## src/design/fqkr_pkg.sv

```systemverilog
// ----------------------------------------------------------------------------
// fqkr_pkg
// operation, status, state and cell command codes for the request queue
// ----------------------------------------------------------------------------
`default_nettype none

package fqkr_pkg;

   // operation selected by one request beat
   typedef enum logic [1:0] {
      FUNC_ENQUEUE      = 2'd0,
      FUNC_DEQUEUE      = 2'd1,
      FUNC_REMOVE_MATCH = 2'd2,
      FUNC_REMOVE_POS   = 2'd3
   } func_type;

   // result status
   typedef enum logic [2:0] {
      STATUS_OK       = 3'd0,
      STATUS_EMPTY    = 3'd1,
      STATUS_RANGE    = 3'd2,
      STATUS_NO_MATCH = 3'd3,
      STATUS_FULL     = 3'd4
   } status_type;

   // controller sequencing
   typedef enum logic [1:0] {
      ST_IDLE  = 2'd0,
      ST_START = 2'd1,
      ST_SCAN  = 2'd2,
      ST_DONE  = 2'd3
   } state_type;

   // command broadcast to every cell of the chain
   typedef enum logic [1:0] {
      CMD_HOLD   = 2'd0,
      CMD_APPEND = 2'd1,
      CMD_DROP   = 2'd2,
      CMD_ROTATE = 2'd3
   } cell_cmd_type;

endpackage

`default_nettype wire

```

## src/design/fqkr_cell.sv

```systemverilog
// ----------------------------------------------------------------------------
// fqkr_cell
// one queue slot; loads the appended word, takes its right neighbour on a
// shift, or takes the head word when it is the tail slot of a rotation
// ----------------------------------------------------------------------------
`default_nettype none

module fqkr_cell #(
   parameter int INDEX       = 0,
   parameter int ENTRY_WIDTH = 32,
   parameter int CW          = 7
) (
   input  wire logic                     clock,
   input  wire fqkr_pkg::cell_cmd_type   cmd,
   input  wire logic [CW-1:0]            count,
   input  wire logic [ENTRY_WIDTH-1:0]   word,
   input  wire logic [ENTRY_WIDTH-1:0]   head_value,
   input  wire logic [ENTRY_WIDTH-1:0]   next_value,
   output logic      [ENTRY_WIDTH-1:0]   value
);

   logic [ENTRY_WIDTH-1:0] value_ff;
   logic [ENTRY_WIDTH-1:0] value_in;

   // slot update from the broadcast command
   always_comb begin
      case (cmd)
         fqkr_pkg::CMD_HOLD: begin
            value_in = value_ff;
         end
         fqkr_pkg::CMD_APPEND: begin
            value_in = (count == CW'(INDEX)) ? word : value_ff;
         end
         fqkr_pkg::CMD_DROP: begin
            value_in = next_value;
         end
         fqkr_pkg::CMD_ROTATE: begin
            // tail slot of the occupied part receives the old head
            value_in = (count == CW'(INDEX + 1)) ? head_value : next_value;
         end
         default: begin
            value_in = value_ff;
         end
      endcase
   end

   always_ff @(posedge clock) begin
      value_ff <= value_in;
   end

   assign value = value_ff;

endmodule

`default_nettype wire

```

## config.mk

```make
export PLATFORM = sky130hd
export DESIGN_NAME = fqkr_cell
export DESIGN_NICKNAME = d
export VERILOG_FILES = /design/src/design/fqkr_pkg.sv /design/src/design/fqkr_cell.sv
export SDC_FILE = /design/constraint.sdc
export NUM_CORES = 1
export LEC_CHECK = 0
export BUFFER_PORTS_ARGS = -buffer_cell sky130_fd_sc_hd__buf_2
export CAP_MARGIN = 20
export CORE_ASPECT_RATIO = 2
export CORE_MARGIN = 1.5
export CORE_UTILIZATION = 48
export CTS_CLUSTER_SIZE = 12
export DETAILED_ROUTE_END_ITERATION = 10
export PLACE_DENSITY = 0.87
export SLEW_MARGIN = 0
export SYNTH_ARGS = -nofsm -noshare
export SYNTH_HDL_FRONTEND = slang
export SYNTH_SLANG_ARGS = --single-unit
export TNS_END_PERCENT = 1
```

## constraint.sdc

```tcl
create_clock -name clock -period 8.4 [get_ports clock]
set_input_delay 0 -clock clock [delete_from_list [all_inputs] [get_ports clock]]
set_output_delay 0 -clock clock [all_outputs]
set_load 0.01 [all_outputs]
```

---- Yosys cells after proc, flatten, opt, wreduce, memory -nomap -nowiden ----
Cells that the tools add are included.
word-level totals
  flip-flop bits (word level) ............. 32
  input bits .............................. 106
  output and inout port bits .............. 32
  logic and storage cells ................. 13
cells by class
  equal/unequal tests ..................... 5
  muxes and demuxes ....................... 3
  bitwise operators ....................... 1
  reduce and logical (&&, ||, !) cells .... 3
operators with widths
  cell                  count
  $pmux W32 S3          1
  $mux W32              2
  $eq A7 B1 Y1 const B  1
  $logic_not A7 Y1      1
  $eq A2 B2 Y1 const B  2
  $eq A2 B1 Y1 const B  1
  $logic_not A2 Y1      1
  $ne A2 B2 Y1 const B  1
  $reduce_and A2 Y1     1
  $not A1 Y1            1

---- Logic depth before layout (Yosys ltp) ----
Gate-level depths: netlist of run 1.
  depth in word-level cells ............... 3
  depth in mapped cells ................... 6
  mapped depth without buffers ............ 3

---- Worst setup path after synthesis of run 1 ----
Ideal clock, no wire load.
  path kind ............................... input port to flip-flop
  start point ............................. in count[1]
  end point ............................... reg value_ff[0], in the netlist value[0], enable pin
  library setup time ...................... 466 ps
  arrival ................................. 3109 ps
  data required time ...................... 7934 ps
  path slack .............................. 4825 ps
  cell stages on the path ................. 4
  path buffers ............................ 2
  cell sequence ........................... or4_4 > buf_6 > buf_8 > o21ai_0
between the ends
  word-level cells in the longest chain between the ends .. 3
RTL lines
  what                                line             text
  from (decl)                         fqkr_cell.sv:15  input wire logic [CW-1:0] count,
  $logic_not A7 Y1                    fqkr_cell.sv:32  value_in = (count == CW'(INDEX)) ? word : value_ff;
  $ne A2 B2 Y1 (no source line)       --
  $reduce_and A2 Y1 (no source line)  --
  to (signal assigned)                fqkr_cell.sv:48  value_ff <= value_in;
  to (decl)                           fqkr_cell.sv:22  logic [ENTRY_WIDTH-1:0] value_ff;
Every way passes these cells.
A chain may end at the register's enable or synchronous reset.

---- Worst setup path in the final report of run 1 ----
  start point ............................. in cmd[0]
  end point ............................... reg value_ff[3], in the netlist value[3], enable pin
between the ends
  word-level cells in the longest chain between the ends .. 3
  elaborated cells on any way between the ends .. 5
  those cells by class .................... eq/ne (2); bitwise (1); reduce/logical (2)
RTL lines
  what                                                         line             text
  from (decl)                                                  fqkr_cell.sv:14  input wire fqkr_pkg::cell_cmd_type cmd,
  $eq A2 B1 Y1 or $logic_not A2 Y1 (tied branches)             fqkr_cell.sv:27  case (cmd)
  $ne A2 B2 Y1 (no source line) or $not A1 Y1 (tied branches)  --
  $reduce_and A2 Y1 (no source line) (*)                       --
Mark *: on every way between the ends. The rest lies on a longest branch, timed or not.

==> results by stage, run 1 <==
Synthesis:
- The synthesized design contains 32 enable-type register cells.
- The register area share after synthesis is 0.410.
- The number of cells produced by synthesis is about 230.
- The share of the synthesized area in the top cell type is 0.410.
- The count of state elements after synthesis is 32.
- By count the netlist is led by 32 x edfxtp_1, 32 x nand3_1, 32 x nand4_1, 30 x a2bb2oi_1, 30 x nand2_1.
- In the synthesized netlist the dominant register cell turns out to be edfxtp_1.
- In the synthesized netlist the async set-or-reset flop fraction comes to 0.
- The post-synthesis average cell area is ~10 µm².
- The mapped cell area is 2340 µm².
- The distinct cell type count of the synthesized netlist is 23.
- The biggest area contributor in the post-synthesis netlist is edfxtp_1.
- After synthesis, the cell types taking the most area are edfxtp_1 41%, o211ai_2 15%, a2bb2oi_1 11%.
- The number of synthesis warnings is 0.
- The net count after synthesis is 337.

Pwr:
- After layout, the design draws a total of about 0.41 mW.
- The static leakage power is 1.39 nW.
- The maximum vdd ir drop is 103 µV.
- For this design the ratio of total power to cell area is 135 nW/µm².

CTS:
- Clock tree synthesis inserted a total of 5 buffers.
- Buffers inserted to repair hold after CTS numbered 0.
- The total clock sinks is 32.
- The clock root buffer master is clkbuf_8.
- Post-CTS timing repair inserted 0 buffers for setup.
- Post-CTS repair changed the size of 0 cells.
- The clock tree from TritonCTS is yes.
- The maximum number of buffers from clock root to sink is 2.
- The H-tree was split into 2 levels.
- After clock tree synthesis, the clock-pin slew on the worst setup and hold paths is 0.06 ns.

Timing:
- The number of endpoints with negative hold slack in the final report is 0.
- The slew at the pin closest to its max-slew limit is between 1 and 1.5 ns.
- Headroom to the max-slew limit came out at 0.309.
- Hold timing on the final database bottoms out at a slack of 0.0276 ns.
- Setup repair after global routing left no endpoint under its margin.
- The highest clock frequency the design can meet is 0.480 GHz.
- The worst path needs 2.09 ns of the cycle, external delays included.
- In the finished design, the share of the clock period the worst path needs comes to 0.248.
- The number of setup violations in the final report is 0.
- The max-slew violation count was 0.
- Adding up every negative setup slack in the final design gives 0 ns.

Cells and area:
- For this run, the share of the core covered by cells in the final layout is 0.662.
- From synthesis to final layout, the design area changed by 31.1%.
- The final layout contains 454 nets.
- The register with the most flip-flops in the layout has 32 of them.
- The repair_antennas step left the layout with diodes totalling 0.
- The ratio of cells with drive above 1 in the final layout is 0.526.

Setup path:
- Grouping stages by cell kind, the critical path spends the most delay in compound AO/OA/AOI/OAI gates.
- The number of buffers and inverters on the critical path is 1.
- The highest cell delay on the worst timing path is 0.82 ns.
- The kind of end point of the critical path is a flip-flop.
- The slowest stage of the critical path belongs to the cell o21ai_4.
- The worst setup path is of the in2reg kind.
- At the worst endpoint, the required time is 8.30 ns.
- Along the worst path, the maximum fanout reaches 34.
- The data arrival time at the worst-slack endpoint is between 1.5 and 2 ns.
- Traced cell by cell, the critical path runs through buf_2 > or4b_2 > o21ai_4.
- STA classifies the critical path startpoint as an input pin.

Drt:
- The first-pass detailed-route iteration total is 4.
- Detailed routing inserted a total of ~2500 vias.
- The detailed-route vias per instance is 6.25.
- In the final routed layout, each cell accounts on average for 17.5 µm.
- The count of nets left with antenna violations once routing finished came out at 0.
- In the routed design, unresolved DRC markers number 0.
- Wires add up to between 7 and 8 mm.
- The detailed router finished its first iteration with 78 violations.

Floorplanning:
- The area of the core is 4640 µm².
- The die covers around 5300 µm².
- The number of top-level design ports is 138.
- The initial utilization of the core area, before any placement, comes to 0.505.
- In this run the vertical extent of the chip is 102 µm.
- The count of standard-cell rows is 35.
- The horizontal die dimension is 52.4 µm.

Global routing:
- The first global-routing pass estimated 10.7 mm of wire.
- The global-route congestion overflow total is 0.
- The largest net degree at the start of global routing is 47.
- The overall global routing resource usage is 0.267.
- The number of antenna violations at the first check in global routing was 0.
- The via count of the first global-routing pass is 2419.

Place:
- The number of buffers inserted by port buffering is 137.
- After legalization and detailed placement, the total HPWL measured 4.99 mm.
- The routability-driven placement congestion ratio is 0.887.

Min path:
- The class of the most critical hold timing path is in2reg.

Run status:
- The flow ran to the end, and the final reports show no timing, DRC or antenna violations.

Flow run:
- Max-cap violations in this run came to 0.
[final timing paths]
check | from | endpoint | slack [ns] | depth (start not counted)
worst max-delay path | cmd[0] | value[3]$_DFFE_PP_ | 6.31 | 3
worst min-delay path | word[10] | value[10]$_DFFE_PP_ | 0.03 | 3
[final cells by class]
class / count / area [µm²]
fillers: 425 / 1570
multi-input cells: 167 / 1240
flip-flops and latches: 32 / 961
repair buffers: 141 / 736
clock buffers: 5 / 68.8
well taps: 55 / 68.8
inverters: 1 / 3.75
[metrics by stage]
step	instance area (µm²)	std cells	setup slack (ns)
floorplan	2340	231	4.83
finish	3070	401	6.31
detailed placement	2980	395	6.02
CTS	3050	400	6.31
global route	3070	401	6.18
global placement	2980	395	6.08
[cells in the final DEF (no fill, tap or decap), drive strengths merged]
master	n
and2	1
inv	1
clkbuf	5
nor4	1
nor3b	1
nand2	30
and3b	2
buf	141
o21ai	1
a2bb2oi	30
nand4	32
or4b	1
edfxtp	32
or3b	1
nand3	32
a21oi	2
or4	1
o211ai	32
[layer usage]
metal,share of wire,global-route usage,up-vias
li1,-,-,1167
met1,0.35,0.295,1182
met2,0.55,0.470,128
met3,0.060,0.0380,30
met4,0.042,0.154,0
met5,0,0,-
[report_power, final]
group / leakage [nW] / switching, mW / total (mW) / internal [mW]
Clock: 0.0359 / 0.0502 / 0.103 / 0.0533
Sequential: 0.312 / 0.00474 / 0.200 / 0.195
Combinational: 1.04 / 0.0605 / 0.111 / 0.0504
Total: 1.39 / 0.115 / 0.415 / 0.299
[cell families (layout without fill, tap and decap cells)]
kind of cell | count (synthesis) | after routing | synth area share
simple gates | 102 | 102 | 0.233
flops | 32 | 32 | 0.410
compound gates | 65 | 65 | 0.283
buf+inv | 32 | 147 | 0.0742
(Power assumes the default switching activity.)
==> run 2: changes to the inputs <==
--- a/config.mk
+++ b/config.mk
@@ -9,10 +9,10 @@
 export CAP_MARGIN = 20
 export CORE_ASPECT_RATIO = 2
 export CORE_MARGIN = 1.5
-export CORE_UTILIZATION = 48
+export CORE_UTILIZATION = 40
 export CTS_CLUSTER_SIZE = 12
 export DETAILED_ROUTE_END_ITERATION = 10
-export PLACE_DENSITY = 0.87
+export PLACE_DENSITY = 0.77
 export SLEW_MARGIN = 0
 export SYNTH_ARGS = -nofsm -noshare
 export SYNTH_HDL_FRONTEND = slang
==> constraint.sdc (replaced) <==
create_clock -name clock -period 1.8 [get_ports clock]
set_input_delay 0 -clock clock [delete_from_list [all_inputs] [get_ports clock]]
set_output_delay 0 -clock clock [all_outputs]
set_load 0.01 [all_outputs]
==> results by stage, run 2 (same netlist as run 1, synthesis figures left out) <==
Timing:
- The final worst hold slack is roughly 0.028 ns.
- The accumulated negative setup slack is 0 ns.
- The number of endpoints with negative hold slack in the final report is 0.
- The worst path needs 1.29 ns of the cycle, external delays included.
- The slew at the pin closest to its max-slew limit is roughly 0.52 ns.
- Setup violations remaining at the end of the flow were counted as 0.
- The max-slew violation count is 0.
- Of the available clock period, the critical path in the final layout requires 0.717.
- The highest clock frequency the design can meet is 0.774 GHz.
- Setup repair after global routing left no endpoint under its margin.
- The worst max-slew margin expressed relative to the limit is 0.651.

Pwr:
- The power per cell area is 702 nW/µm².
- The maximum vdd ir drop is 687 µV.
- For this design the static power due to leakage is 1.48 nW.
- The completed layout was analyzed and its total power is 2.27 mW.

Global routing:
- The via count of the first global-routing pass is 2538.
- The overall global routing resource usage is 0.233.
- In the global route stage, met3 resource usage came out at 0.0338.
- The busiest metal layer after global routing is met2.
- The global routing usage on met1 is 0.245.
- For met2 alone, demand over resource in global routing was 0.433.
- The number of antenna violations at the first check in global routing was 0.
- The global-route wire length before repair is 11.6 mm.
- Summed over all layers, the global routing overflow is 0.
- The largest net degree at the start of global routing is 37.

Floorplanning:
- The number of top-level design ports is ~140.
- For this configuration, the core starts out at a cell density of 0.414.
- The core region is 5660 µm².
- The floorplan step set the die width to 57.1 µm.
- The initialized floorplan defines 39 standard-cell rows.
- The die covers 6360 µm².
- The vertical extent of the die is 111 µm.

Cells and area:
- The most common library cell in the layout ignoring fill and taps is buf_2.
- After routing the design area is ~3200 µm².
- Relative to the synthesized area, the layout overhead comes to 37.8%.
- The antenna diode count is 0.
- The top cell types in the final layout, fill and taps aside, are 137 x buf_2, 32 x nand4_1, 32 x nand3_1, 32 x edfxtp_1.
- The register with the most flip-flops in the layout has 32 of them.
- The ratio of cells with drive above 1 in the final layout is 0.540.
- The number of nets in the finished design is 464.
- Fill cells in the final layout number 522.

Drt:
- In the routed design, unresolved DRC markers number 0.
- The DRC marker count from the first detailed-route iteration is 130.
- Wires add up to around 7.5 mm.
- Using the TritonRoute via totals, the vias-per-cell ratio works out to approximately 6.0.
- In the final routed layout, each cell accounts on average for between 15 and 20 µm.
- The count of nets left with antenna violations once routing finished came out at 0.
- The first-pass detailed-route iteration total is 4.
- The via count is 2512.

Place:
- At the end of routability-driven placement, the weighted congestion stood at a little under 0.8.
- The placed standard-cell area is between 3000 and 4000 µm².
- The number of buffers inserted by port buffering is 137.
- Once detailed placement completed, the half-perimeter wirelength came to 5.24 mm.

Setup path:
- At the worst endpoint, the required time is between 1.5 and 2 ns.
- The sort of element at the start of the critical path is an input pin.
- On the worst path, the slowest cell contributes a delay of approximately 0.70 ns.
- The slowest library cell on the worst path is or4b_2.
- The cell type group with the largest total delay on the critical path is simple AND/OR/NAND/NOR gates.
- The data arrival time at the worst-slack endpoint is 1.26 ns.
- The critical path goes through buf_2 > or4b_2 > o21ai_4 > buf_4.
- Counting both buffers and inverters, the worst setup path holds a total of 2.
- The largest fanout of any net on the critical path is 15.
- The critical path in this run is classified as in2reg.
- The kind of end point of the critical path is a flip-flop.

CTS:
- The H-tree generated during clock tree synthesis spans 2 levels.
- The post-cts sizing count is 0.
- TritonCTS built the clock tree.
- For this design, the sink count on the clock tree is 32.
- Clock-pin slew was measured on the worst setup and hold paths at 0.05 ns.
- The maximum number of buffers from clock root to sink is 2.
- In this run, CTS created clock tree buffers numbering 5.
- The clock root buffer master is clkbuf_16.
- In this run the post-CTS setup repair buffer count came out at 0.
- The number of buffers inserted for hold repair after clock tree synthesis is 0.

Min path:
- In this run the worst hold path is classified as in2reg.

Flow run:
- Max-cap violations in this run came to 0.

Run status:
- The run finished with clean final reports.
-- run 2: changes by cell type in the layout (fill, tap and decap cells not counted), sizes merged --
cell and change:
buf +10, clkinv +3
-- run 2: path summary, 6_finish.rpt --
| kind | startpoint | endpoint | slack [ns] | cells past startpoint |
|---|---|---|---|---|
| worst max-delay path | count[0] | value[27]$_DFFE_PP_ | 0.51 | 4 |
| worst min-delay path | word[5] | value[5]$_DFFE_PP_ | 0.03 | 3 |
-- run 2: per-stage QoR --
stage | worst slack (ns) | util | cells
final | 0.509 | 0.571 | 420
after global placement | 0.249 | 0.546 | 412
after CTS | 0.505 | 0.571 | 420
after global routing | 0.476 | 0.571 | 420
after floorplan | 0.00888 | - | 231
after detailed placement | 0.212 | 0.546 | 412
-- run 2: area by class of cell --
cell class | count | area [µm²] | area share
Multi-Input combinational cell | 167 | 1240 | 0.383
Sequential cell | 32 | 961 | 0.297
Timing Repair Buffer | 151 | 816 | 0.252
Clock buffer | 5 | 125 | 0.0387
Tap cell | 61 | 76.3 | 0.0236
Clock inverter | 3 | 13.8 | 0.00426
Inverter | 1 | 3.75 | 0.00116
-- run 2: tightest hold or removal path, cell delays in order --
cell       delay [ns]
buf_2            0.08
a2bb2oi_1        0.05
nand3_1          0.07
-- run 2: routing by layer --
layer | vias up | part of all wire
li1 | 1182 | -
met1 | 1189 | 0.35
met2 | 127 | 0.57
met3 | 14 | 0.056
met4 | 0 | 0.022
met5 | - | 0
-- run 2: power breakdown --
part	leakage [nW]	internal, mW	switching [mW]
logic	1.09	0.248	0.292
registers	0.312	0.912	0.0200
clock network	0.0710	0.501	0.294
total	1.48	1.66	0.606
