<file path="config.mk">
export PLATFORM = sky130hd
export DESIGN_NAME = fqkr_ctrl
export DESIGN_NICKNAME = d
export VERILOG_FILES = /design/src/design/fqkr_pkg.sv /design/src/design/fqkr_ctrl.sv
export SDC_FILE = /design/constraint.sdc
export NUM_CORES = 1
export LEC_CHECK = 0
export BUFFER_PORTS_ARGS = -buffer_cell sky130_fd_sc_hd__buf_2
export CORE_UTILIZATION = 35
export CTS_BUF_LIST = sky130_fd_sc_hd__clkbuf_4 sky130_fd_sc_hd__clkbuf_8
export CTS_CLUSTER_DIAMETER = 30
export CTS_CLUSTER_SIZE = 20
export DETAILED_ROUTE_END_ITERATION = 16
export PLACE_DENSITY = 0.56
export SYNTH_ARGS = -nofsm -noshare
export SYNTH_HDL_FRONTEND = slang
export SYNTH_SLANG_ARGS = --single-unit
</file>
<file path="constraint.sdc">
create_clock -name clock -period 4.4 [get_ports clock]
set_clock_uncertainty 0.05 [all_clocks]
set_input_delay 0.44 -clock clock [delete_from_list [all_inputs] [get_ports clock]]
set_output_delay 0.44 -clock clock [all_outputs]
set_load 0.05 [all_outputs]
</file>
<file path="src/design/fqkr_pkg.sv">
// ----------------------------------------------------------------------------
// fqkr_pkg
// operation, status, state and cell command codes for the request queue
// ----------------------------------------------------------------------------
`default_nettype none

package fqkr_pkg;

   // operation selected by one request beat
   typedef enum logic [1:0] {
      FUNC_ENQUEUE      = 2'd0,
      FUNC_DEQUEUE      = 2'd1,
      FUNC_REMOVE_MATCH = 2'd2,
      FUNC_REMOVE_POS   = 2'd3
   } func_type;

   // result status
   typedef enum logic [2:0] {
      STATUS_OK       = 3'd0,
      STATUS_EMPTY    = 3'd1,
      STATUS_RANGE    = 3'd2,
      STATUS_NO_MATCH = 3'd3,
      STATUS_FULL     = 3'd4
   } status_type;

   // controller sequencing
   typedef enum logic [1:0] {
      ST_IDLE  = 2'd0,
      ST_START = 2'd1,
      ST_SCAN  = 2'd2,
      ST_DONE  = 2'd3
   } state_type;

   // command broadcast to every cell of the chain
   typedef enum logic [1:0] {
      CMD_HOLD   = 2'd0,
      CMD_APPEND = 2'd1,
      CMD_DROP   = 2'd2,
      CMD_ROTATE = 2'd3
   } cell_cmd_type;

endpackage

`default_nettype wire

</file>
<file path="src/design/fqkr_ctrl.sv">
// ----------------------------------------------------------------------------
// fqkr_ctrl
// sequencer for the cell chain: decodes a request, drives the cell command,
// inspects the head cell during a scan and holds the response register
// ----------------------------------------------------------------------------
`default_nettype none

module fqkr_ctrl #(
   parameter int DEPTH       = 64,
   parameter int ENTRY_WIDTH = 32,
   parameter int CW          = 7
) (
   input  wire logic                     clock,
   input  wire logic                     reset,
   input  wire logic                     req_valid,
   output logic                          req_stall,
   input  wire logic [1:0]               req_func,
   input  wire logic [31:0]              req_entry_value,
   input  wire logic [6:0]               req_position,
   output logic                          rsp_valid,
   input  wire logic                     rsp_stall,
   output logic      [2:0]               rsp_status,
   output logic      [31:0]              rsp_removed_value,
   output logic      [6:0]               rsp_count,
   input  wire logic [ENTRY_WIDTH-1:0]   head_value,
   output fqkr_pkg::cell_cmd_type        cell_cmd,
   output logic      [CW-1:0]            cell_count,
   output logic      [ENTRY_WIDTH-1:0]   cell_word
);

   localparam int PW = CW + 7;

   fqkr_pkg::state_type     state_ff, state_in;
   fqkr_pkg::func_type      func_ff, func_in;
   fqkr_pkg::status_type    status_ff, status_in;
   fqkr_pkg::status_type    rsp_status_ff;
   logic [ENTRY_WIDTH-1:0]  word_ff, word_in;
   logic [6:0]              pos_ff, pos_in;
   logic [CW-1:0]           count_ff, count_in;
   logic [CW-1:0]           step_ff, step_in;
   logic [CW-1:0]           total_ff, total_in;
   logic [CW-1:0]           target_ff, target_in;
   logic                    found_ff, found_in;
   logic [ENTRY_WIDTH-1:0]  removed_ff, removed_in;
   logic                    rsp_valid_ff;
   logic [31:0]             rsp_removed_ff;
   logic [6:0]              rsp_count_ff;

   logic                    accept;
   logic                    rsp_load;
   logic                    out_free;
   logic                    full;
   logic                    empty;
   logic                    range_err;
   logic                    head_hit;
   logic                    drop_now;
   logic                    last_step;
   logic [ENTRY_WIDTH+31:0] word_wide;
   logic [ENTRY_WIDTH+31:0] removed_wide;
   logic [PW-1:0]           pos_ext;
   logic [PW-1:0]           pos_eff;
   logic [PW-1:0]           count_ext;
   logic [PW-1:0]           target_wide;

   // request word fitted to the entry width
   assign word_wide = {{ENTRY_WIDTH{1'b0}}, req_entry_value};

   // position checks, zero counts as the head
   assign pos_ext     = {{CW{1'b0}}, pos_ff};
   assign pos_eff     = (pos_ff == 7'd0) ? PW'(1) : pos_ext;
   assign count_ext   = {7'd0, count_ff};
   assign range_err   = pos_eff > count_ext;
   assign target_wide = pos_eff - PW'(1);

   // fill level flags
   assign full  = count_ff == CW'(DEPTH);
   assign empty = count_ff == '0;

   // head cell inspection during a scan
   assign head_hit  = (func_ff == fqkr_pkg::FUNC_REMOVE_MATCH) ? (head_value == word_ff)
                                                                : (step_ff == target_ff);
   assign drop_now  = !found_ff && head_hit;
   assign last_step = step_ff == (total_ff - CW'(1));

   assign out_free = !rsp_valid_ff || !rsp_stall;
   assign accept   = req_valid && !req_stall;

   // next state
   always_comb begin
      state_in = state_ff;
      case (state_ff)
         fqkr_pkg::ST_IDLE: begin
            if (req_valid) begin
               state_in = fqkr_pkg::ST_START;
            end
         end
         fqkr_pkg::ST_START: begin
            case (func_ff)
               fqkr_pkg::FUNC_ENQUEUE, fqkr_pkg::FUNC_DEQUEUE: begin
                  state_in = fqkr_pkg::ST_DONE;
               end
               fqkr_pkg::FUNC_REMOVE_MATCH: begin
                  state_in = empty ? fqkr_pkg::ST_DONE : fqkr_pkg::ST_SCAN;
               end
               fqkr_pkg::FUNC_REMOVE_POS: begin
                  state_in = (empty || range_err) ? fqkr_pkg::ST_DONE : fqkr_pkg::ST_SCAN;
               end
               default: begin
                  state_in = fqkr_pkg::ST_DONE;
               end
            endcase
         end
         fqkr_pkg::ST_SCAN: begin
            if (last_step) begin
               state_in = fqkr_pkg::ST_DONE;
            end
         end
         fqkr_pkg::ST_DONE: begin
            if (out_free) begin
               state_in = fqkr_pkg::ST_IDLE;
            end
         end
         default: begin
            state_in = fqkr_pkg::ST_IDLE;
         end
      endcase
   end

   // outputs and datapath updates
   always_comb begin
      req_stall  = state_ff != fqkr_pkg::ST_IDLE;
      cell_cmd   = fqkr_pkg::CMD_HOLD;
      rsp_load   = 1'b0;
      func_in    = func_ff;
      word_in    = word_ff;
      pos_in     = pos_ff;
      count_in   = count_ff;
      step_in    = step_ff;
      total_in   = total_ff;
      target_in  = target_ff;
      found_in   = found_ff;
      status_in  = status_ff;
      removed_in = removed_ff;
      case (state_ff)
         fqkr_pkg::ST_IDLE: begin
            if (accept) begin
               func_in = fqkr_pkg::func_type'(req_func);
               word_in = word_wide[ENTRY_WIDTH-1:0];
               pos_in  = req_position;
            end
         end
         fqkr_pkg::ST_START: begin
            status_in  = fqkr_pkg::STATUS_OK;
            removed_in = '0;
            step_in    = '0;
            found_in   = 1'b0;
            total_in   = count_ff;
            target_in  = target_wide[CW-1:0];
            case (func_ff)
               fqkr_pkg::FUNC_ENQUEUE: begin
                  if (full) begin
                     status_in = fqkr_pkg::STATUS_FULL;
                  end else begin
                     cell_cmd = fqkr_pkg::CMD_APPEND;
                     count_in = count_ff + CW'(1);
                  end
               end
               fqkr_pkg::FUNC_DEQUEUE: begin
                  if (empty) begin
                     status_in = fqkr_pkg::STATUS_EMPTY;
                  end else begin
                     cell_cmd   = fqkr_pkg::CMD_DROP;
                     removed_in = head_value;
                     count_in   = count_ff - CW'(1);
                  end
               end
               fqkr_pkg::FUNC_REMOVE_MATCH: begin
                  status_in = empty ? fqkr_pkg::STATUS_EMPTY : fqkr_pkg::STATUS_NO_MATCH;
               end
               fqkr_pkg::FUNC_REMOVE_POS: begin
                  if (empty) begin
                     status_in = fqkr_pkg::STATUS_EMPTY;
                  end else if (range_err) begin
                     status_in = fqkr_pkg::STATUS_RANGE;
                  end
               end
               default: begin
                  status_in = fqkr_pkg::STATUS_OK;
               end
            endcase
         end
         fqkr_pkg::ST_SCAN: begin
            // head either leaves the queue or goes round to the tail
            step_in = step_ff + CW'(1);
            if (drop_now) begin
               cell_cmd  = fqkr_pkg::CMD_DROP;
               count_in  = count_ff - CW'(1);
               found_in  = 1'b1;
               status_in = fqkr_pkg::STATUS_OK;
               if (func_ff == fqkr_pkg::FUNC_REMOVE_POS) begin
                  removed_in = head_value;
               end
            end else begin
               cell_cmd = fqkr_pkg::CMD_ROTATE;
            end
         end
         fqkr_pkg::ST_DONE: begin
            rsp_load = out_free;
         end
         default: begin
            cell_cmd = fqkr_pkg::CMD_HOLD;
         end
      endcase
   end

   // control registers
   always_ff @(posedge clock) begin
      if (reset) begin
         state_ff <= fqkr_pkg::ST_IDLE;
         count_ff <= '0;
      end else begin
         state_ff <= state_in;
         count_ff <= count_in;
      end
   end

   // operation registers
   always_ff @(posedge clock) begin
      func_ff    <= func_in;
      word_ff    <= word_in;
      pos_ff     <= pos_in;
      step_ff    <= step_in;
      total_ff   <= total_in;
      target_ff  <= target_in;
      found_ff   <= found_in;
      status_ff  <= status_in;
      removed_ff <= removed_in;
   end

   // response register
   assign removed_wide = {32'd0, removed_ff};

   always_ff @(posedge clock) begin
      if (reset) begin
         rsp_valid_ff <= 1'b0;
      end else if (rsp_load) begin
         rsp_valid_ff <= 1'b1;
      end else if (!rsp_stall) begin
         rsp_valid_ff <= 1'b0;
      end
   end

   always_ff @(posedge clock) begin
      if (rsp_load) begin
         rsp_status_ff  <= status_ff;
         rsp_removed_ff <= removed_wide[31:0];
         rsp_count_ff   <= count_ext[6:0];
      end
   end

   assign rsp_valid         = rsp_valid_ff;
   assign rsp_status        = rsp_status_ff;
   assign rsp_removed_value = rsp_removed_ff;
   assign rsp_count         = rsp_count_ff;
   assign cell_count        = count_ff;
   assign cell_word         = word_ff;

endmodule

`default_nettype wire

</file>
# Word-level counts from Yosys, hierarchy flattened
# Index checks and enable logic that the tools add are counted.
# word_totals
register_bits	150
output_inout_bits	85
# op_classes
n_reduce_logical	20
muxes	38
eq_ne	19
n_lt_le_gt_ge	1
n_addsub	5
# ops
cell	n
$mux W32	4
$pmux W32 S2	1
$pmux W7 S2	3
$eq A32 B32 Y1	1
$mux W7	4
$sub A7 B1 Y7 const B	3
$add A7 B1 Y7 const B	2
$eq A7 B7 Y1	2
$logic_not A7 Y1	2
$mux W2	7
$pmux W3 S4	1
$mux W1	10
$ne A2 B2 Y1 const B	5
$eq A2 B2 Y1 const B	4
$pmux W2 S2	2
$pmux W2 S4	1
$eq A7 B7 Y1 const B	1
$gt A7 B7 Y1	1
$mux W3	2
$ne A3 B3 Y1 const B	2
$pmux W2 S3	1
$pmux W3 S2	1
$reduce_and A3 Y1	2
$reduce_and A5 Y1	1
11 further kinds	20

# Logic depth before layout (Yosys ltp)
# Gate-level depths: netlist of run 1.
# logic_depth
ltp_word	7
mapped_depth	10
mapped_depth_nobuf	9

# Worst setup path before layout of run 1
# Ideal clock, no wire load.
# synth_path
path_kind	reg-to-reg
startpoint	register word_ff[10] (netlist: cell_word[10])
endpoint	register removed_ff[0] (enable)
setup_slack_ps	-283
setup_time_ps	470
n_path_buf	0
path_stages_with_launch	7
arrival_ps	4163
cell_sequence	edfxtp_1 > xnor2_1 > nand4_1 > nor3_1 > nand2_1 > o21a_1 > o31ai_1
# synth_between
elab_chain_len	5
# synth_rtl
item	line	source
from (decl)	fqkr_ctrl.sv:37	logic [ENTRY_WIDTH-1:0] word_ff, word_in;
from (signal assigned)	fqkr_ctrl.sv:230	word_ff <= word_in;
$eq A32 B32 Y1	fqkr_ctrl.sv:80	assign head_hit = (func_ff == fqkr_pkg::FUNC_REMOVE_MATCH) ? (head_value == word_ff)
$mux W1	fqkr_ctrl.sv:80	
$logic_and A1 B1 Y1	fqkr_ctrl.sv:82	assign drop_now = !found_ff && head_hit;
$ne A2 B2 Y1 (no source line)	n/a	
$reduce_and A3 Y1 (no source line)	n/a	
to (signal assigned)	fqkr_ctrl.sv:237	removed_ff <= removed_in;
to (decl)	fqkr_ctrl.sv:44	logic [ENTRY_WIDTH-1:0] removed_ff, removed_in;
# Every way passes these cells.
# A chain may end at the register's enable or synchronous reset.

# Final worst setup path of run 1
# layout_path
startpoint	register count_ff[0] (netlist: cell_count[0])
endpoint	output port cell_cmd[1]
# layout_between
elab_chain_len	4
# layout_rtl
item	line	source
from (decl)	fqkr_ctrl.sv:39	logic [CW-1:0] count_ff, count_in;
from (signal assigned)	fqkr_ctrl.sv:223	count_ff <= count_in;
$logic_not A7 Y1	fqkr_ctrl.sv:77	assign empty = count_ff == '0;
$mux W2	fqkr_ctrl.sv:169	if (empty) begin
$pmux W2 S2	fqkr_ctrl.sv:159	case (func_ff)
$pmux W2 S2	fqkr_ctrl.sv:144	case (state_ff)
to (decl)	fqkr_ctrl.sv:26	output fqkr_pkg::cell_cmd_type cell_cmd,
# Every way passes these cells.

==> results of run 1 <==
-- critical path, delay by kind of cell, from the launching register on --
| kind | cells | cell delay [ns] |
|---|---|---|
| compound gates | 2 | 1.00 |
| flops | 1 | 0.49 |
| buf+inv | 3 | 0.47 |
| simple gates | 3 | 0.41 |
| fa+ha+maj | 1 | 0.24 |
-- state kept, by name (all words and copies together) (netlist names) --
signal,count
found_ff,1
func_ff,2
rsp_removed_value,32
state_ff,2
cell_word,32
status_ff,3
rsp_count,7
target_ff,7
pos_ff,7
cell_count,7
step_ff,7
total_ff,7
rsp_status,3
rsp_valid,1
removed_ff,32
-- stage by stage --
| stage | instance area (um^2) | util |
|---|---|---|
| 2_1_floorplan | 6470 | - |
| 3_3_place_gp | 7560 | 0.419 |
| 3_5_place_dp | 7560 | 0.419 |
| 4_1_cts | 7980 | 0.443 |
| 5_1_grt | 7980 | 0.443 |
| 6_report | 7980 | 0.443 |
-- logic make-up (layout without fill, tap and decap cells) --
| kind of cell | Yosys count | after routing | synth area share |
|---|---|---|---|
| multiplexers | 9 | 9 | 0.0153 |
| XOR/XNOR | 62 | 62 | 0.0840 |
| buffers and inverters | 30 | 213 | 0.0176 |
| flip-flops | 150 | 150 | 0.681 |
| adder cells (fa/ha/maj) | 16 | 16 | 0.0310 |
| AND/OR/NAND/NOR | 132 | 132 | 0.114 |
| AO/OA/AOI/OAI | 46 | 46 | 0.0573 |
-- cell usage after synthesis, types with 3 or more instances --
library cell,instances
clkbuf_1,12
nand3_1,9
edfxtp_1,140
o21a_1,3
nor3_1,4
o31ai_1,5
o2bb2ai_1,5
nand4_1,14
nand2b_1,4
and2_1,37
xnor2_1,36
inv_1,15
nor4_1,6
a21oi_1,6
dfxtp_1,10
ha_1,16
mux2_1,7
o21ai_1,3
nor2b_1,6
nor2_1,24
xor2_1,26
a21boi_0,3
nand2_1,16
-- final timing paths --
path / endpoint / startpoint / cells past startpoint
setup / recovery: cell_cmd[1] / cell_count[0]$_SDFFE_PP0P_ / 9
hold / removal: cell_word[5]$_DFFE_PP_ / req_entry_value[5] / 1
setup reg to reg: removed_ff[24]$_DFFE_PP_ / func_ff[0]$_DFFE_PP_ / 6
hold reg to reg: rsp_removed_value[24]$_DFFE_PP_ / removed_ff[24]$_DFFE_PP_ / 0
-- cell type report --
cell class	count	share of cell area
well taps	229	0.0359
inverters	17	0.00800
multi-input cells	265	0.248
clock buffers	22	0.0340
repair buffers	164	0.104
flip-flops and latches	150	0.552
clock inverters	10	0.0185
-- metal layers --
| metal | vias to the layer above | wire (um) | share of wire |
|---|---|---|---|
| li1 | 1978 | - | - |
| met1 | 1956 | 6010 | 0.41 |
| met2 | 120 | 7420 | 0.51 |
| met3 | 17 | 808 | 0.056 |
| met4 | 0 | 263 | 0.018 |
| met5 | - | 0 | 0 |
-- power breakdown --
group          switching (mW)  leakage, nW  internal [mW]  total, mW
Clock                   0.528        0.205          0.597       1.13
Combinational            1.28         1.47          0.616       1.90
Sequential              0.300         1.40           2.16       2.46
==> summary.txt, run 1 <==
Floorplan
  • Cell Rows: 49
  • DIE HEIGHT: 138 um
  • IO Pins: 162
  • DIE AREA: 19000 um^2
  • Die X: 138 um
  • Initial core utilization: 0.359
  • Core ar.: 18000 um^2

Drt
  • Via count: 4071
  • Drt pass-1 iters: 6
  • DRC viols: 0
  • Wire length after detailed routing: 14500 um
  • Routed Antenna Nets: 0
  • Vias per cell: 4.75
  • Drt initial violations: 261
  • Wire length per cell: 16.9 um

Synthesis
  • Post-synth EDFFs: 140
  • Post-synth cell types: 53
  • Cells after Synth: 445
  • Number of synthesized register bits: 150
  • Share of the synthesized area in the top cell type: 0.650
  • Synth top area cells: edfxtp_1, xnor2_1, and2_1
  • Ys Warns: 0
  • Syn_area_per_cell: 14.5 um^2
  • Syn nets: 538
  • Area leader, netlist: edfxtp_1
  • Synth Flop Type: edfxtp_1
  • Sequential-to-total area share from yosys stat: 0.681
  • Synthesized cell area: 6470 um^2
  • Synth async-reset ratio: 0

Cells and area
  • Synthesis-to-layout area growth: 23.4%
  • Fillers: 1683
  • Most frequent cells in the layout: buf_2, edfxtp_1, xnor2_1, and2_1, xor2_1
  • Share of cells above drive strength 1: 0.330
  • Non-Filler Instances: 857
  • Antenna Cells: 0
  • Commonest non-fill, non-tap cell in the layout: buf_2
  • Reg area: 4400 um^2
  • Final nets: 708
  • Multi-input gate area: 1980 um^2

Setup path
  • CP max stage cell: a21o_1
  • Critical path arrival: 3.06 ns
  • CP cell instances: inv_1 > ha_1 > or4b_4 > nand2b_1 > nor2_1 > inv_2 > a21o_1 > o211a_1 > buf_2
  • Critical Path Source Type: register
  • CP peak stage delay: 0.71 ns
  • CP endpoint kind: primary output
  • Required time of the critical path: 3.91 ns
  • R2R Setup Slk: 1.50 ns
  • Crit path kind: reg -> out
  • CP Max Fanout: 33

Global route
  • Met3 GRT Util: 0.0468
  • Total GRT Usage: 0.156
  • Vias in the first global route: 4041
  • Busiest grt layer: met2
  • Global route total overflow: 0
  • GR Layer Usage met1: 0.184
  • GR Layer Usage met2: 0.258
  • First-pass GRT wire length: 21500 um
  • Initial antenna violation count: 0
  • Largest net degree at the start of global routing: 42

Timing
  • Final hold slack: 0.107 ns
  • Setup TNS: 0 ns
  • Final Hold Viols: 0
  • Post-route minimum period: 3.55 ns
  • Worst rel slew slack: 0.264
  • Worst-margin pin slew: 1.10 ns
  • Final Setup Violations: 0
  • Tcrit/Tclk final: 0.807
  • Max Slew Vio Count: 0
  • FMAX: 282 MHz
  • Setup WS post-layout: 0.850 ns
  • RSZ-0062 raised after global routing: false

Power and ir drop
  • Leak: 3.07 nW
  • Power Total: 5.48 mW
  • VDD IR max: 0.229 mV
  • Cell area power density: 687 nW/um^2

Run status
  • Status: completed

Placement
  • GPL Wtd Cong: 0.815
  • IO Port Bufs: 161
  • Dpl cells: 825
  • Place WS: 1.30 ns
  • Post-DP HPWL: 10600 um

CTS
  • Post-cts hold buffer count: 0
  • CTS Buffer Depth: 2
  • CTS Buf Count: 17
  • CTS HTree Levels: 4
  • Post-CTS Setup Bufs: 0
  • Clk sinks: 150
  • Worst-path clk slew: 0.08 ns
  • CTS root buf: clkbuf_8
  • CTS resizes: 0
  • CTS tree: done
  • Latest clock arrival within the worst-skew pair: 0.45 ns

Flow run
  • Max Cap Viol: 0

Hold path
  • Min-delay worst type: in -> reg
Power figures use the tool's default switching activity.
==> run 2, diff against run 1 <==
PLACE_DENSITY = 0.53   (was 0.56)
clock period = 3.35 ns   (was 4.4 ns; I/O delays follow)
==> run 2 against run 1 <==
Sequential power increased by 31%. Critical path depth decreased by 1. Critical path type unchanged. First-iteration DRC count decreased by 30%. Largest power group unchanged. Highest routed layer unchanged. Core utilization increased by 2.5 points. Final cell count increased by 5.1%.
==> summary.txt, run 2 (synthesis gave the netlist of run 1 again) <==
Floorplan
  • DIE AREA: 19000 um^2 (unchanged)
  • IO Pins: 162 (unchanged)
  • Die X: 138 um (unchanged)
  • Cell Rows: 49 (unchanged)
  • Initial core utilization: 0.359 (unchanged)
  • Core ar.: 18000 um^2 (unchanged)
  • DIE HEIGHT: 138 um (unchanged)

Drt
  • Via count: 4168 (+2.4%)
  • Vias per cell: 4.63 (-2.6%)
  • Wire length per cell: 15.8 um (-6.4%)
  • Wire length after detailed routing: 14300 um (-1.6%)
  • Drt pass-1 iters: 4 (-2)
  • Routed Antenna Nets: 0 (unchanged)
  • Drt initial violations: 184 (-30%)
  • DRC viols: 0 (unchanged)

CTS
  • CTS root buf: clkbuf_8
  • Latest clock arrival within the worst-skew pair: 0.46 ns (about the same)
  • CTS HTree Levels: 4 (unchanged)
  • CTS Buffer Depth: 2 (unchanged)
  • CTS Buf Count: 17 (unchanged)
  • Post-CTS Setup Bufs: 0 (unchanged)
  • CTS tree: done
  • Clk sinks: 150 (unchanged)
  • Worst-path clk slew: 0.09 ns (about the same)

Setup path
  • Critical path arrival: 2.77 ns (-0.29 ns)
  • Instance count on the critical path: 8 (-1)
  • Required time of the critical path: 2.96 ns (-0.95 ns)
  • CP endpoint kind: primary output
  • R2R Setup Slk: 0.68 ns (-0.82 ns)
  • Critical Path Source Type: register
  • CP peak stage delay: 0.54 ns (-0.17 ns)
  • RR Endpoint: removed_ff[22]$_DFFE_PP_
  • CP cell instances: inv_1 > ha_1 > or4b_4 > nor2_1 > a2111oi_1 > o21a_1 > o31a_1 > buf_2
  • Crit path buf inv count: 2 (-1)
  • Worst Reg-to-Reg Cells: 6 (unchanged)
  • FF-to-FF Start: cell_word[6]$_DFFE_PP_
  • CP top delay family: compound AO/OA/AOI/OAI gates
  • CP Max Fanout: 8 (-76%)
  • Crit path kind: reg -> out
  • CP max stage cell: a2111oi_1

Power and ir drop
  • Net Sw Frac: 0.391 (+0.00587)
  • Cell area power density: 856 nW/um^2 (+25%)
  • Comb power frac: 0.353 (+0.006)
  • Seq pwr share: 0.446 (-0.002)
  • VDD IR max: 0.351 mV (+53%)
  • Power Total: 7.21 mW (+31%)
  • Clock power share: 0.201 (-0.004)
  • Switch Pwr: 2.82 mW (+33%)
  • Internal: 4.39 mW (+30%)
  • Leak: 3.27 nW (+6.2%)

Global route
  • First-pass GRT wire length: 20800 um (-3.6%)
  • Initial antenna violation count: 0 (unchanged)
  • Global route total overflow: 0 (unchanged)
  • Vias in the first global route: 4014 (-0.67%)
  • Largest net degree at the start of global routing: 42 (unchanged)
  • Total GRT Usage: 0.150 (-0.00578)

Timing
  • Tcrit/Tclk final: 0.941
  • Worst-margin pin slew: 1.08 ns (-0.0205 ns)
  • Max Slew Vio Count: 0 (unchanged)
  • Setup WS post-layout: 0.197 ns (-0.653 ns)
  • Worst rel slew slack: 0.277 (+0.0136)
  • Final Setup Violations: 0 (unchanged)
  • FMAX: 317 MHz
  • RSZ-0062 raised after global routing: false
  • Setup TNS: 0 ns (unchanged)
  • Final Hold Viols: 0 (unchanged)
  • Post-route minimum period: 3.15 ns

Cells and area
  • Post-route core utilization: 0.467 (+0.0245)
  • Final instance area: 8420 um^2 (+5.5%)
  • Most frequent cells in the layout: buf_2, edfxtp_1, dlygate4sd3_1, xnor2_1, and2_1
  • Multi-input gate area: 1980 um^2 (about the same)
  • Commonest non-fill, non-tap cell in the layout: buf_2
  • Fillers: 1703 (+1.2%)
  • Synthesis-to-layout area growth: 30.2%
  • Share of cells above drive strength 1: 0.314 (-0.0156)
  • Antenna Cells: 0 (unchanged)
  • Final nets: 752 (+6.2%)
  • Reg area: 4400 um^2 (unchanged)

Placement
  • Place WS: 0.554 ns (-0.744 ns)
  • IO Port Bufs: 161 (unchanged)
  • Placed cell area: 7600 um^2 (+0.56%)
  • GPL Wtd Cong: 0.807 (-1.0%)
  • Post-DP HPWL: 10300 um (-2.7%)

Run status
  • Status: completed

Flow run
  • Max Cap Viol: 0 (unchanged)

Hold path
  • Hold Crit Start: req_position[1]
  • WHS Path Cells: 1 (unchanged)
  • Hold EP: pos_ff[1]$_DFFE_PP_
  • Min-delay worst type: in -> reg
run 2: timing repair:
action | CTS | global route
hold endpoints to repair | 40 | 0
hold buffers | 40 | 0
endpoints found under the setup margin | 0 | 1
gates resized for setup | 0 | 1
run 2: per-layer routing:
| layer | vias to the layer above | GRT usage | share of wire |
|---|---|---|---|
| li1 | 2066 | - | - |
| met1 | 1966 | 0.184 | 0.43 |
| met2 | 113 | 0.242 | 0.49 |
| met3 | 23 | 0.0395 | 0.052 |
| met4 | 0 | 0.0773 | 0.029 |
| met5 | - | 0 | 0 |
run 2: cell type report:
cell class / instances / share of cell area
inverter: 17 / 0.00758
multi-input combinational: 265 / 0.235
sequential: 150 / 0.523
tap: 229 / 0.0340
clock buffer: 17 / 0.0278
clock inverter: 15 / 0.0217
timing repair buffer: 208 / 0.151
run 2: power by group through the flow:
stage | Combinational (mW) | Clock, mW | Sequential, mW
finish | 2.54 | 1.45 | 3.22
global route | 2.76 | 1.55 | 3.29
CTS | 2.57 | 1.50 | 3.23
detailed placement | 2.52 | 0 | 3.27
global placement | 2.48 | 0 | 3.25
floorplan | 1.32 | 0 | 3.75
run 2: through the flow:
stage	hold slack, ns	std cells
floorplan	0.350	445
global placement	0.351	829
finish	0.0205	901
detailed placement	0.355	829
global route	0.00907	901
CTS	0.000455	901
run 2: worst max path at each step:
stage,start,to,slack (ns)
6_report,cell_count[0]$_SDFFE_PP0P_,cell_cmd[0],0.20
5_1_grt,cell_count[0]$_SDFFE_PP0P_,cell_cmd[0],0.005
4_1_cts,cell_count[0]$_SDFFE_PP0P_,cell_cmd[0],0.11
3_5_place_dp,head_value[6],removed_ff[29]$_DFFE_PP_,0.55
3_3_place_gp,cell_count[0]$_SDFFE_PP0P_,cell_cmd[0],0.62
2_1_floorplan,cell_word[10]$_DFFE_PP_,removed_ff[0]$_DFFE_PP_,0.23
